===== config.mk =====
export PLATFORM = sky130hd
export DESIGN_NAME = serial_command_keyword_matcher
export DESIGN_NICKNAME = d
export VERILOG_FILES = /design/src/rtl/sckm_pkg.sv /design/src/rtl/sckm_front.sv /design/src/rtl/sckm_back.sv /design/src/rtl/serial_command_keyword_matcher.sv
export SDC_FILE = /design/constraint.sdc
export NUM_CORES = 1
export LEC_CHECK = 0
export BUFFER_PORTS_ARGS = -buffer_cell sky130_fd_sc_hd__buf_4
export CORE_ASPECT_RATIO = 0.6
export CORE_MARGIN = 2
export CORE_UTILIZATION = 60
export DETAILED_ROUTE_END_ITERATION = 12
export PLACE_DENSITY = 0.78
export SYNTH_ARGS = -nofsm -noshare
export SYNTH_HDL_FRONTEND = slang
export SYNTH_SLANG_ARGS = --single-unit

===== constraint.sdc =====
create_clock -name clk -period 5.75 [get_ports clk]
set_input_delay 0.8625 -clock clk [delete_from_list [all_inputs] [get_ports clk]]
set_output_delay 0.8625 -clock clk [all_outputs]
set_load 0.02 [all_outputs]

===== src/rtl/sckm_pkg.sv =====
`timescale 1ns / 1ps
`default_nettype none
// ---------------------------------------------------------------------------
// sckm_pkg
// Types, keyword table and helper functions shared by the keyword matcher.
// ---------------------------------------------------------------------------
package sckm_pkg;

	localparam int unsigned TABLE_SIZE   = 7;
	localparam int unsigned TEXT_BYTES   = 12;
	// length values (table lengths, keyword position) are compared at this width
	localparam int unsigned LEN_W        = 5;
	localparam int unsigned QUEUE_DEPTH  = 2;
	localparam int unsigned QPTR_W       = 1;
	localparam int unsigned QCNT_W       = 2;

	localparam logic [7:0] SPACE_CHAR = 8'h20;
	localparam logic [7:0] DIGIT_ZERO = 8'h30;
	localparam logic [7:0] CASE_GAP   = 8'h20;

	// keyword text, right aligned, first character in the highest used byte
	localparam logic [8*TEXT_BYTES-1:0] KW_TEXT [TABLE_SIZE] = '{
		96'("LCD"),
		96'("LEDON"),
		96'("LEDOFF"),
		96'("Servo"),
		96'({"MOTOR_", "ON_CW"}),
		96'({"MOTOR_", "OFF"}),
		96'({"MOTOR_", "ON_CCW"})
	};

	localparam logic [LEN_W-1:0] KW_LEN [TABLE_SIZE] = '{
		5'd3, 5'd5, 5'd6, 5'd5, 5'd11, 5'd9, 5'd12
	};

	typedef struct packed {
		logic [7:0] rx_byte;
		logic       line_end;
	} sckm_in_t;

	typedef struct packed {
		logic        matched;
		logic [2:0]  command_index;
		logic [15:0] argument;
	} sckm_out_t;

	// classified byte as queued between front and back
	typedef struct packed {
		logic [7:0]  rx_byte;
		logic        line_end;
		logic        is_space;
		logic [15:0] addend;
	} sckm_op_t;

	function automatic logic [7:0] kw_char(input int unsigned k, input logic [LEN_W-1:0] p);
		int   sh;
		logic [7:0] ch;
		begin
			ch = 8'h00;
			sh = 0;
			if (p < KW_LEN[k]) begin
				sh = 8 * (int'(KW_LEN[k]) - 1 - int'(p));
				ch = KW_TEXT[k][sh +: 8];
			end
			return ch;
		end
	endfunction

	// equal, or one is the other plus the case gap (no wrap)
	function automatic logic bytes_match(input logic [7:0] a, input logic [7:0] b);
		logic [8:0] a9;
		logic [8:0] b9;
		begin
			a9 = {1'b0, a};
			b9 = {1'b0, b};
			return (a9 == b9) || (a9 == b9 + {1'b0, CASE_GAP}) ||
				(b9 == a9 + {1'b0, CASE_GAP});
		end
	endfunction

endpackage
`default_nettype wire


===== src/rtl/sckm_front.sv =====
`timescale 1ns / 1ps
`default_nettype none
// ---------------------------------------------------------------------------
// sckm_front
// Accepts received bytes, classifies them and holds them in a short queue.
// ---------------------------------------------------------------------------
module sckm_front
	import sckm_pkg::*;
(
	input  wire logic     clk,
	input  wire logic     arst_n,
	input  wire logic     in_valid,
	output logic          in_ready,
	input  wire sckm_in_t in_item,
	output logic          op_valid,
	input  wire logic     op_ready,
	output sckm_op_t      op
);

	sckm_op_t              entries_q [QUEUE_DEPTH];
	logic [QPTR_W-1:0]     wr_q;
	logic [QPTR_W-1:0]     rd_q;
	logic [QCNT_W-1:0]     cnt_q;
	sckm_op_t              new_op;
	logic                  push;
	logic                  pop;

	assign in_ready = (cnt_q != QCNT_W'(QUEUE_DEPTH));
	assign op_valid = (cnt_q != '0);
	assign op       = entries_q[rd_q];
	assign push     = in_valid && in_ready;
	assign pop      = op_valid && op_ready;

	always_comb begin
		new_op.rx_byte  = in_item.rx_byte;
		new_op.line_end = in_item.line_end;
		new_op.is_space = (in_item.rx_byte == SPACE_CHAR);
		// digit value modulo 2^16, byte minus '0'
		new_op.addend   = {8'h00, in_item.rx_byte} - {8'h00, DIGIT_ZERO};
	end

	always_ff @(posedge clk) begin
		if (push) begin
			entries_q[wr_q] <= new_op;
		end
	end

	always_ff @(posedge clk or negedge arst_n) begin
		if (!arst_n) begin
			wr_q  <= '0;
			rd_q  <= '0;
			cnt_q <= '0;
		end else begin
			if (push) begin
				wr_q <= wr_q + 1'b1;
			end
			if (pop) begin
				rd_q <= rd_q + 1'b1;
			end
			if (push && !pop) begin
				cnt_q <= cnt_q + 1'b1;
			end else if (pop && !push) begin
				cnt_q <= cnt_q - 1'b1;
			end
		end
	end

endmodule
`default_nettype wire


===== src/rtl/sckm_back.sv =====
`timescale 1ns / 1ps
`default_nettype none
// ---------------------------------------------------------------------------
// sckm_back
// Runs the keyword match and argument accumulation, registers the line result.
// ---------------------------------------------------------------------------
module sckm_back
	import sckm_pkg::*;
#(
	parameter int unsigned NUM_KEYWORDS    = 7,
	parameter int unsigned MAX_KEYWORD_LEN = 12
) (
	input  wire logic     clk,
	input  wire logic     arst_n,
	input  wire logic     op_valid,
	output logic          op_ready,
	input  wire sckm_op_t op,
	output logic          out_valid,
	input  wire logic     out_ready,
	output sckm_out_t     out_item
);

	localparam int unsigned PW = $clog2(MAX_KEYWORD_LEN + 2);

	logic [NUM_KEYWORDS-1:0] alive_q;
	logic [PW-1:0]           pos_q;
	logic [7:0]              held_q;
	logic                    held_valid_q;
	logic                    after_space_q;
	logic [15:0]             acc_q;
	logic                    out_valid_q;
	sckm_out_t               out_item_q;

	logic [NUM_KEYWORDS-1:0] alive_c;
	logic [PW-1:0]           pos_c;
	logic [7:0]              held_c;
	logic                    held_valid_c;
	logic                    after_space_c;
	logic [15:0]             acc_c;
	logic                    hit;
	logic [2:0]              idx;
	logic                    fire;

	// a line end needs the output register free or draining this cycle
	assign op_ready  = !out_valid_q || out_ready || !op.line_end;
	assign fire      = op_valid && op_ready;
	assign out_valid = out_valid_q;
	assign out_item  = out_item_q;

	always_comb begin
		alive_c       = alive_q;
		pos_c         = pos_q;
		held_c        = held_q;
		held_valid_c  = held_valid_q;
		after_space_c = after_space_q;
		acc_c         = acc_q;
		if (after_space_q) begin
			// acc * 10 + digit, wraps at 16 bits
			acc_c = {acc_q[12:0], 3'b000} + {acc_q[14:0], 1'b0} + op.addend;
		end else begin
			if (held_valid_q) begin
				for (int unsigned k = 0; k < NUM_KEYWORDS; k++) begin
					if (!(LEN_W'(pos_q) < KW_LEN[k] &&
						bytes_match(held_q, kw_char(k, LEN_W'(pos_q))))) begin
						alive_c[k] = 1'b0;
					end
				end
				if (pos_q <= PW'(MAX_KEYWORD_LEN)) begin
					pos_c = pos_q + 1'b1;
				end
			end
			held_valid_c = 1'b0;
			if (!op.is_space) begin
				held_c       = op.rx_byte;
				held_valid_c = 1'b1;
			end
		end
		if (op.is_space) begin
			after_space_c = 1'b1;
			acc_c         = '0;
		end

		// highest matching index wins
		hit = 1'b0;
		idx = '0;
		for (int unsigned k = 0; k < NUM_KEYWORDS; k++) begin
			if (alive_c[k] && KW_LEN[k] == LEN_W'(pos_c) && pos_c != '0) begin
				hit = 1'b1;
				idx = 3'(k);
			end
		end
	end

	always_ff @(posedge clk or negedge arst_n) begin
		if (!arst_n) begin
			alive_q       <= '1;
			pos_q         <= '0;
			held_q        <= '0;
			held_valid_q  <= 1'b0;
			after_space_q <= 1'b0;
			acc_q         <= '0;
			out_valid_q   <= 1'b0;
		end else begin
			if (fire) begin
				acc_q <= acc_c;
				if (op.line_end) begin
					alive_q       <= '1;
					pos_q         <= '0;
					held_q        <= '0;
					held_valid_q  <= 1'b0;
					after_space_q <= 1'b0;
				end else begin
					alive_q       <= alive_c;
					pos_q         <= pos_c;
					held_q        <= held_c;
					held_valid_q  <= held_valid_c;
					after_space_q <= after_space_c;
				end
			end
			if (fire && op.line_end) begin
				out_valid_q <= 1'b1;
			end else if (out_ready) begin
				out_valid_q <= 1'b0;
			end
		end
	end

	always_ff @(posedge clk) begin
		if (fire && op.line_end) begin
			out_item_q.matched       <= hit;
			out_item_q.command_index <= hit ? idx : 3'd0;
			out_item_q.argument      <= acc_c;
		end
	end

endmodule
`default_nettype wire


===== src/rtl/serial_command_keyword_matcher.sv =====
`timescale 1ns / 1ps
`default_nettype none
// ---------------------------------------------------------------------------
// serial_command_keyword_matcher
// Matches the keyword of a received text line and collects its argument.
// ---------------------------------------------------------------------------
// Takes one byte per cycle while the two-entry front queue has room, and
// the back consumes one queued byte per cycle unless a line end stalls,
// updating the keyword match flags and the multiply-by-ten argument in a
// single step. A line's result is registered in the output register when
// the back takes its line end. The next line's bytes keep flowing while a
// result waits to be taken; only a second line end stalls behind that result.
module serial_command_keyword_matcher
	import sckm_pkg::*;
#(
	parameter int unsigned NUM_KEYWORDS    = 7,
	parameter int unsigned MAX_KEYWORD_LEN = 12
) (
	input  wire logic      clk,
	input  wire logic      arst_n,
	input  wire logic      in_valid,
	output logic           in_ready,
	input  wire sckm_in_t  in_item,
	output logic           out_valid,
	input  wire logic      out_ready,
	output sckm_out_t      out_item
);

	logic     op_valid;
	logic     op_ready;
	sckm_op_t op;

	sckm_front u_front (
		.clk      (clk),
		.arst_n   (arst_n),
		.in_valid (in_valid),
		.in_ready (in_ready),
		.in_item  (in_item),
		.op_valid (op_valid),
		.op_ready (op_ready),
		.op       (op)
	);

	sckm_back #(
		.NUM_KEYWORDS    (NUM_KEYWORDS),
		.MAX_KEYWORD_LEN (MAX_KEYWORD_LEN)
	) u_back (
		.clk       (clk),
		.arst_n    (arst_n),
		.op_valid  (op_valid),
		.op_ready  (op_ready),
		.op        (op),
		.out_valid (out_valid),
		.out_ready (out_ready),
		.out_item  (out_item)
	);

endmodule
`default_nettype wire

==> run summary <==
The final weighted congestion in routability-driven placement came out at 1.011. The share of synthesized registers carrying an async set or reset was 45.65%; the wire length after detailed routing was 19.62 mm. The synthesized netlist devotes 18.33% of its cell area to compound gates. The initialized floorplan defines 30 standard-cell rows. Setup violations remaining at the end of the flow were counted as 0.

The remaining number of nets flagged by the antenna check after routing is 0. In this run the most critical hold path is launched from u_back.alive_q[6]. The design draws 4.617 mW. Hold violation count in the final report: 0. The share of layout cells above drive strength 1 was 12.19%; the total of warnings raised by yosys was 0. Pin count of the biggest net entering global routing: 43. The floorplan step defined a core boundary enclosing 11410 um2.

Static timing analysis puts the maximum clock frequency at 0.2193 GHz. The most used flip-flop cell after synthesis is edfxtp_1. The run gives 0 as the post-cts resize count. Post-CTS timing repair inserted 0 buffers for setup. The average instance in the mapped netlist occupies 9.569 um2. In this run the worst hold path is classified as flop to flop.

The minimum period implied by the final worst setup slack was 4.561 ns; the summed instance area of the synthesized netlist was 7072 um2. TritonCTS built the clock tree. The clock latency of the later-clocked register in the worst-skew pair is 0.35 ns. The final cell count without fillers is 915, and the total inserted antenna cells is 0.

The number of global-route vias before repair was 5558. The logs give 0 for the remaining global-route overflow and 810 for the final layout net count. The clock net in this run drives a total of 92 sinks. The setup TNS after final layout is 0 ns.

For the worst setup path, the data required time is 5.82 ns. In this run the tightest slew margin relative to its limit is 19.60%. The first global-routing pass estimated 30.65 mm of wire. The tools report the H-tree level count as 3. For the worst flop-to-flop path, the logic depth is 11. The pre-antenna-repair detailed-routing pass consisted of 5 iterations. Between clock sinks in the finished design, the worst skew comes to 0.01142 ns. Setup repair after global routing left no endpoint under its margin.

In this run, placement finished with an instance count of 899. The overall die width works out to 144.2 um. Detailed placement finished with a half-perimeter wire length of 14.33 mm. The finished cells cover 7637 um2. Clock-pin slew was measured on the worst setup and hold paths at 0.07 ns. The starting density of the core is 61.97%. The slowest stage of the critical path is the dfrtp_1 cell. Worst-case clock buffer depth: 2.

The launching point of the worst reg2reg path was u_back.pos_q[1]. In this run the power density over the cells is 604.5 nW/um2. The multiplexer fraction of the synthesized cell area works out to 5.856%. After synthesis, flip-flops and latches occupy 36.22% of the total area. In this run, CTS created clock tree buffers numbering 9. The flow ran to the end, and the final reports show no timing, DRC or antenna violations.

CTS placed an instance of clkbuf_16 at the clock tree root. Port buffering added 34 buffers. STA classifies the critical path startpoint as a flop. Global routing used 31.81% of the available tracks across all layers. For this run, the share of the core covered by cells in the final layout is 66.93%. Per report_power, the clock group accounts for 12.2% of the total. In the finished design, the share of the clock period the worst path needs comes to 79.32%. The number of placed I/O pins is 35, and the maximum single-stage delay on the critical path is 0.85 ns. Final hold analysis gives a worst-case slack of 0.4848 ns. The largest total area in the synthesized netlist belongs to edfxtp_1. For the die area, the log shows 12700 um2. By area, the combinational part of the netlist is dominated by simple AND/OR/NAND/NOR gates. The number of pins exceeding their max-slew limit in the final report was 0. Counting flops with a built-in enable in the synthesized netlist gives 50. In this run the worst setup path begins at u_back.pos_q[1]. The count of different cell masters after synthesis came out at 90.

Data on the critical path arrives at its endpoint at 4.63 ns. Counting flops and latches in the post-synthesis netlist gives 92. The critical path class is flop to flop.

The fraction of power spent switching nets came out at 47.75%. The internal power was 2.412 mW; the area share of the largest cell type after synthesis was 21.23%. Minimum setup slack after placement: 1.366 ns.

Ranked by total cell area, the synthesized netlist is headed by edfxtp_1 (21%), dfrtp_1 (12%), ha_1 (6.0%). The DRC violation count after routing is 0, and the adder-cell share of the synthesized area is 9.837%. Of the total synthesized cell area, the portion taken by AND, OR, NAND and NOR gates is 18.74%.

The worst hold path passes through 2 cells. The run gives 7355 um2 as the area after detailed placement. The area added between synthesis and finish was 7.997%; the transition time at the pin with the least slew margin was 1.202 ns.

The first routing iteration left 937 violations. For the initial antenna violation count, the log shows 0. Endpoint type of the worst setup path: a flop. Across all layers, the routed design uses 6119 vias. In this run, post-CTS hold repair placed 0 buffers.

The number of nets handed over by synthesis was 799. In this run the power spent charging and discharging nets is 2.205 mW. After technology mapping, the gate count stands at 739. Combinational logic burns 60.6% of the power.

The die outline height came out at 88.10 um. Average routed wire per standard cell: 21.44 um. Counting stages on the worst path, the most repeated cell is ha_1.

The vias per cell is 6.687. In the layout the commonest cells are nand2_1 (74), edfxtp_1 (50), nor2_1 (46). The post-synthesis share of cell area spent on xor and xnor gates is 6.299%, and the sequential group share of total power is 27.2%. In this run the static leakage power is 3.068 nW. The most common cell after layout, fill and taps aside is nand2_1. Across the run, the number of max-cap violations was 0. Of all nets on the critical path, the largest fanout is 23.

The slack of the critical path came out at 1.189 ns. The critical path goes through inv_1, ha_1, xnor2_1, nand3_1, nor3_4, ha_1, xor2_1, o221ai_1, and4_1, a211oi_1, o2111ai_1. Worst ir drop on vdd: 0.0002515 V.
-- power by group through the flow --
stage	Clock [mW]	Sequential, mW	Combinational (mW)
floorplan	0	1.21	2.05
global placement	0	1.25	2.62
detailed placement	0	1.25	2.70
CTS	0.567	1.24	2.73
global route	0.594	1.28	3.05
finish	0.565	1.25	2.80
-- layer usage --
metal / global-route usage [%] / vias to the layer above / routed length, um
met3: 8.748 / 39 / 2496
li1: - / 2773 / -
met1: 52.11 / 2914 / 9417
met4: 4.943 / 0 / 195
met5: 0 / - / 0
met2: 41.73 / 393 / 7505
-- cells in the mapped netlist, drive strengths merged (5+ instances only) --
| cell type | n |
|---|---|
| nand2 | 74 |
| edfxtp | 50 |
| nor2 | 46 |
| o21ai | 46 |
| xnor2 | 39 |
| dfrtp | 35 |
| ha | 34 |
| a21oi | 32 |
| mux2i | 29 |
| inv | 26 |
| buf | 24 |
| nor3 | 20 |
| nand3 | 19 |
| nand2b | 18 |
| clkbuf | 16 |
| fa | 13 |
| mux2 | 11 |
| nor2b | 11 |
| o31ai | 11 |
| xor2 | 11 |
| a211oi | 10 |
| nand4 | 10 |
| nor4 | 10 |
| nand3b | 9 |
| o22ai | 9 |
| and3 | 8 |
| o211ai | 8 |
| a31oi | 7 |
| dfstp | 7 |
| o2111ai | 6 |
| o21a | 6 |
| or2 | 6 |
| a21o | 5 |
| clkinv | 5 |
| or3 | 5 |
-- critical path: cells and delay by family, from the launching register on --
family | cells | cell delay (ns)
xor+xnor | 2 | 0.94
flops | 1 | 0.85
simple gates | 3 | 0.83
fa+ha+maj | 2 | 0.69
compound gates | 3 | 0.67
buf+inv | 1 | 0.27
-- path summary, 6_finish.rpt --
| check | to | slack (ns) |
|---|---|---|
| setup / recovery | u_back.out_item[19] | 1.19 |
| min in group asynchronous | u_back.pos_q[0] | 0.51 |
| setup reg to reg | u_back.out_item[19] | 1.19 |
| hold / removal | u_back.alive_q[6] | 0.48 |
| max in group asynchronous | u_back.acc_q[4] | 4.85 |
| hold reg to reg | u_back.alive_q[6] | 0.48 |
-- kinds of logic (layout without fill, tap and decap cells) --
group | count (synthesis) | count (layout)
compound gates | 186 | 186
mux | 40 | 40
fa+ha+maj | 48 | 48
simple gates | 252 | 252
buf+inv | 71 | 87
xor+xnor | 50 | 50
flops | 92 | 92
-- sequential cells by signal (all words and copies together), names as in the netlist, 2 cells and up --
| name | cells |
|---|---|
| u_front.cnt_q | 2 |
| u_front.entries_q | 30 |
| u_back.held_q | 8 |
| u_back.out_item | 20 |
| u_back.alive_q | 7 |
| u_back.pos_q | 4 |
| u_back.acc_q | 16 |
-- area by class of cell --
type	instances	area, um2
clock inverter	6	53.80
inverter	31	116.4
multi-input combinational	576	4177
sequential	92	2561
tap	160	200.2
timing repair buffer	40	300.3
clock buffer	10	229.0
fill	908	3774
Note: power is estimated with default switching activity, not from simulation.
